File: config.mk
export PLATFORM = sky130hd
export DESIGN_NAME = flna_ram
export DESIGN_NICKNAME = d
export VERILOG_FILES = /design/src/rtl/core/flna_ram.sv
export SDC_FILE = /design/constraint.sdc
export NUM_CORES = 1
export LEC_CHECK = 0
export ABC_AREA = 1
export ABC_CLOCK_PERIOD_IN_PS = 1400
export CAP_MARGIN = 20
export CORE_UTILIZATION = 63
export CTS_CLUSTER_SIZE = 16
export DETAILED_ROUTE_END_ITERATION = 10
export DONT_BUFFER_PORTS = 1
export HOLD_SLACK_MARGIN = 0.02
export PLACE_DENSITY = 0.82
export SLEW_MARGIN = 0
export SYNTH_ARGS = -nofsm -noshare
export SYNTH_HDL_FRONTEND = slang
export SYNTH_SLANG_ARGS = --single-unit
File: constraint.sdc
create_clock -name aclk -period 1.4 [get_ports aclk]
set_input_delay 0.21 -clock aclk [delete_from_list [all_inputs] [get_ports aclk]]
set_output_delay 0.21 -clock aclk [all_outputs]
set_load 0.03 [all_outputs]
File: src/rtl/core/flna_ram.sv
// flna_ram: generic single-write, single-read ram with registered read data
// no dependencies; used for the link memory and the in-use marks
`default_nettype none

module flna_ram #(
    parameter int WIDTH = 8,
    parameter int DEPTH = 16,
    localparam int AW = (DEPTH > 1) ? $clog2(DEPTH) : 1
) (
    input  wire logic             aclk,
    input  wire logic             wr_en,
    input  wire logic [AW-1:0]    wr_addr,
    input  wire logic [WIDTH-1:0] wr_data,
    input  wire logic             rd_en,
    input  wire logic [AW-1:0]    rd_addr,
    output logic      [WIDTH-1:0] rd_data
);

    logic [WIDTH-1:0] mem [DEPTH];

    always_ff @(posedge aclk) begin
        if (wr_en) begin
            mem[wr_addr] <= wr_data;
        end
        if (rd_en) begin
            rd_data <= mem[rd_addr];
        end
    end

endmodule

`default_nettype wire

# == After elaboration in Yosys (flattened, before gate mapping) ==
# Memory sizes are Yosys's and may differ from the RTL's. A register that Yosys moved wholly into a read port is not among the register bits.
# Cells that the tools add are included.
# word_totals
register_bits,0
ram_bits,128
input_bits,19
out_inout_bits,8
wordCells,3
memories,1
# op_classes
muxes,2
# memory_table
memory,words,word_bits,rd,rd_clocked_by_memory_dff,write_ports,line,text
mem,16,8,1,1,1,19,logic [WIDTH-1:0] mem [DEPTH];
# op_table
operator,n
two-way mux 1 bit,2

# == Logic depth before layout (Yosys ltp) ==
# depth
ltp_word,2
mapped_depth,8
depth_no_buf,7

# == Worst setup path before layout ==
# No wires, ideal clock.
# synth_path
kind,input port to flip-flop
startpoint,input port wr_addr[2]
endpoint,memory mem[10][0] (enable)
setup_time_ns,0.370
arrival_time_ns,0.791
t_required_ns,1.030
path_slack_ns,0.239
cell_stages,2
path_buffers,0
cell_sequence,nand3b_1 -> nor2_1
# synth_rtl
item,line,text
start: declaration,12,"input wire logic [AW-1:0] wr_addr,"
end: declaration,19,
# No word-level cell before the write port.

# == Worst setup path in the final report ==
# layout_path
startpoint,register rd_data[1] (read register of mem)
endpoint,output port rd_data[1]
# layout_rtl
item,line,text
start: declaration,16,output logic [WIDTH-1:0] rd_data
# No word-level cell between the ends.

==> impl_metrics.py <==
metrics = {
    "status": {
        "status": "finished, violations left",
        "violations": "design-rule violations",
    },
    "sta": {
        "worst_pin_slew_ns": 0.788,
        "fin_crit_sh": 0.911,
        "drv_slew": 0,
        "setup_viol": 0,
        "fin_skew_ns": 0.00942,
        "finalCriticalPeriod_ns": 1.28,
        "slew-limit-headroom": 0.473,
        "finalHoldViolCount": 0,
        "tns_ns": 0,
        "rsz0062_at_grt": "no",
        "hold_ws_ns": 0.0512,
        "max_freq_mhz": 784,
    },
    "yosys": {
        "yosys.area_share.simple": 0.208,
        "yosys_warnings": 0,
        "synth_area_um2": 5850,
        "ys_types": 11,
        "ys_ff_latch": 136,
        "synth.mux.area_fraction": 0,
        "synth_top_family_by_area": "simple AND/OR/NAND/NOR gates",
        "synth-xor-area-share": 0,
        "synth_fp_nets": 570,
        "synthAdderAreaFrac": 0,
        "synth_compound_gate_area_share": 0,
        "synth.avg_cell_area_um2": 10.6,
        "yosysSeqAreaShare": 0.698,
        "syn_inst": 551,
    },
    "cts": {
        "cts_root_buf": "clkbuf_8",
        "cts_setup_buffers": 0,
        "cts.clk_slew.worst_paths_ns": 0.06,
        "numCtsBuffers": 17,
        "cts_tree": "yes",
        "clk_latency_ns": 0.51,
        "ctsLongestPathBuffers": 2,
        "htree_num_levels": 4,
        "cts_sinks": 136,
        "post_cts_resize_count": 0,
        "hold_buffers": 11,
    },
    "floorplan": {
        "die_x_um": 98.3,
        "pin_count": 27,
        "dieHeight_um": 98.3,
        "core_um2": 8850,
        "rows": 34,
        "start_util": 0.661,
        "die_area_um2": 9670,
    },
    "grt": {
        "grt.total_usage": 0.292,
        "grt_max_degree": 66,
        "antenna_found_initial": 0,
        "overflow": 0,
        "grt_pass1_wl_mm": 20.5,
        "grt_pass1_vias": 4039,
    },
    "min_path": {
        "worstHoldPathType": "input pin to register",
    },
    "power": {
        "p_sw_uw": 1960,
        "powerDensity_nw_per_um2": 1430,
        "power.leakage_uw": 0.00287,
        "p_int_uw": 7610,
        "max-vdd-ir-drop_mv": 0.847,
        "p_clk_frac": 0.464,
        "combPwrFrac": 0.049,
        "p_seq_frac": 0.487,
        "p_sw_frac": 0.205,
    },
    "critical_path": {
        "cp.depth": 0,
        "startpoint_type": "register",
        "worstRegToRegCells": 6,
        "crit_fanout": 1,
        "timing.rr.end": "rd_data[7]",
        "cp-end-kind": "output port",
        "worst_ep_arrival_time_ns": 1.07,
        "cp-startpoint": "rd_data[1]",
        "timing.rr.start": "mem[0][7]",
        "cp-endpoint": "rd_data[1]",
        "worstSetupPathType": "register to output port",
        "required_ns": 1.19,
        "rrSetupSlack_ns": 0.25,
    },
    "routing": {
        "drc": 2,
        "avgViaCountPerCell": 5.64,
        "drtIter0Drc": 364,
        "wl_per_cell_um": 18.4,
        "num_vias": 3938,
        "first_pass_iters": 8,
        "ant_nets": 0,
        "drt-total-wl_mm": 12.9,
    },
    "run": {
        "max-cap-violations": 0,
    },
    "final_layout": {
        "drive_gt1_frac": 0.0864,
        "multi_input_area_um2": 1210,
        "layout.cells.most_common_list": "nand2_1 (173), edfxtp_1 (136), inv_1 (100), nand3_1 (97), buf_4 (18)",
        "final_common_cell": "nand2_1",
        "num-nets-final": 596,
        "syn2layout_area_growth_pct": 14.6,
        "nFillCells": 554,
        "ff_latch_area_um2": 4080,
        "n_antenna_cell": 0,
    },
    "placed_design": {
        "port_buffers": 0,
        "hpwlAfterDp_mm": 7.70,
        "place.gp.congestion": 0.874,
    },
}
==> power groups by stage <==
stage          Sequential [µW]  Clock [µW]  Combinational [µW]
2_1_floorplan             4730           0                 322
6_report                  4660        4440                 472
4_1_cts                   4660        4480                 467
3_3_place_gp              4740           0                 358
3_5_place_dp              4750           0                 364
5_1_grt                   4670        4640                 520
==> metal layers <==
layer,GRT usage,share of wire,vias up,wire length (µm)
met5,0,0,-,0
met4,0.139,0.024,0,310
met3,0.0773,0.11,28,1370
met2,0.447,0.48,228,6120
met1,0.396,0.39,1850,5060
li1,-,-,1832,-
==> registers in the layout, summed over array words and instances (netlist names) <==
name	cells
rd_data	8
mem	128
==> cell type report <==
cell class	count	share of cell area
clock buffer	18	0.0624
inverter	102	0.0571
sequential	136	0.610
multi-input combinational	289	0.181
timing repair buffer	31	0.0426
tap	108	0.0202
clock inverter	14	0.0271
==> cell usage after synthesis (all sizes together) <==
cell type,n,share of area
buf,24,0.028
edfxtp,136,0.70
inv,102,0.065
nand2,173,0.11
nand3,97,0.083
nand3b,2,0.0026
nor2,17,0.011
==> how the worst min path moves through the flow <==
| stage | start | to | depth (start not counted) |
|---|---|---|---|
| 3_5_place_dp | wr_data[2] | mem[0][2] | 0 |
| 5_1_grt | rd_addr[2] | rd_data[4] | 3 |
| 3_3_place_gp | wr_data[4] | mem[8][4] | 0 |
| 6_report | rd_addr[2] | rd_data[1] | 3 |
| 2_1_floorplan | wr_data[0] | mem[0][0] | 0 |
| 4_1_cts | rd_addr[1] | rd_data[3] | 4 |
==> metrics by stage <==
stage | setup WS (ns) | instance area (µm²) | std cells | total power [µW] | util
finish | 0.124 | 6700 | 698 | 9570 | 0.757
global route | 0.0928 | 6700 | 698 | 9830 | 0.757
CTS | 0.108 | 6700 | 698 | 9610 | 0.757
detailed placement | 0.106 | 5990 | 655 | 5110 | 0.677
global placement | 0.117 | 5990 | 655 | 5100 | 0.677
floorplan | 0.239 | 5850 | 551 | 5050 | -
==> logic make-up after synthesis <==
group / count (synthesis)
simple gates: 289
buf+inv: 126
flops: 136
Note: power is estimated with default switching activity, not from simulation.
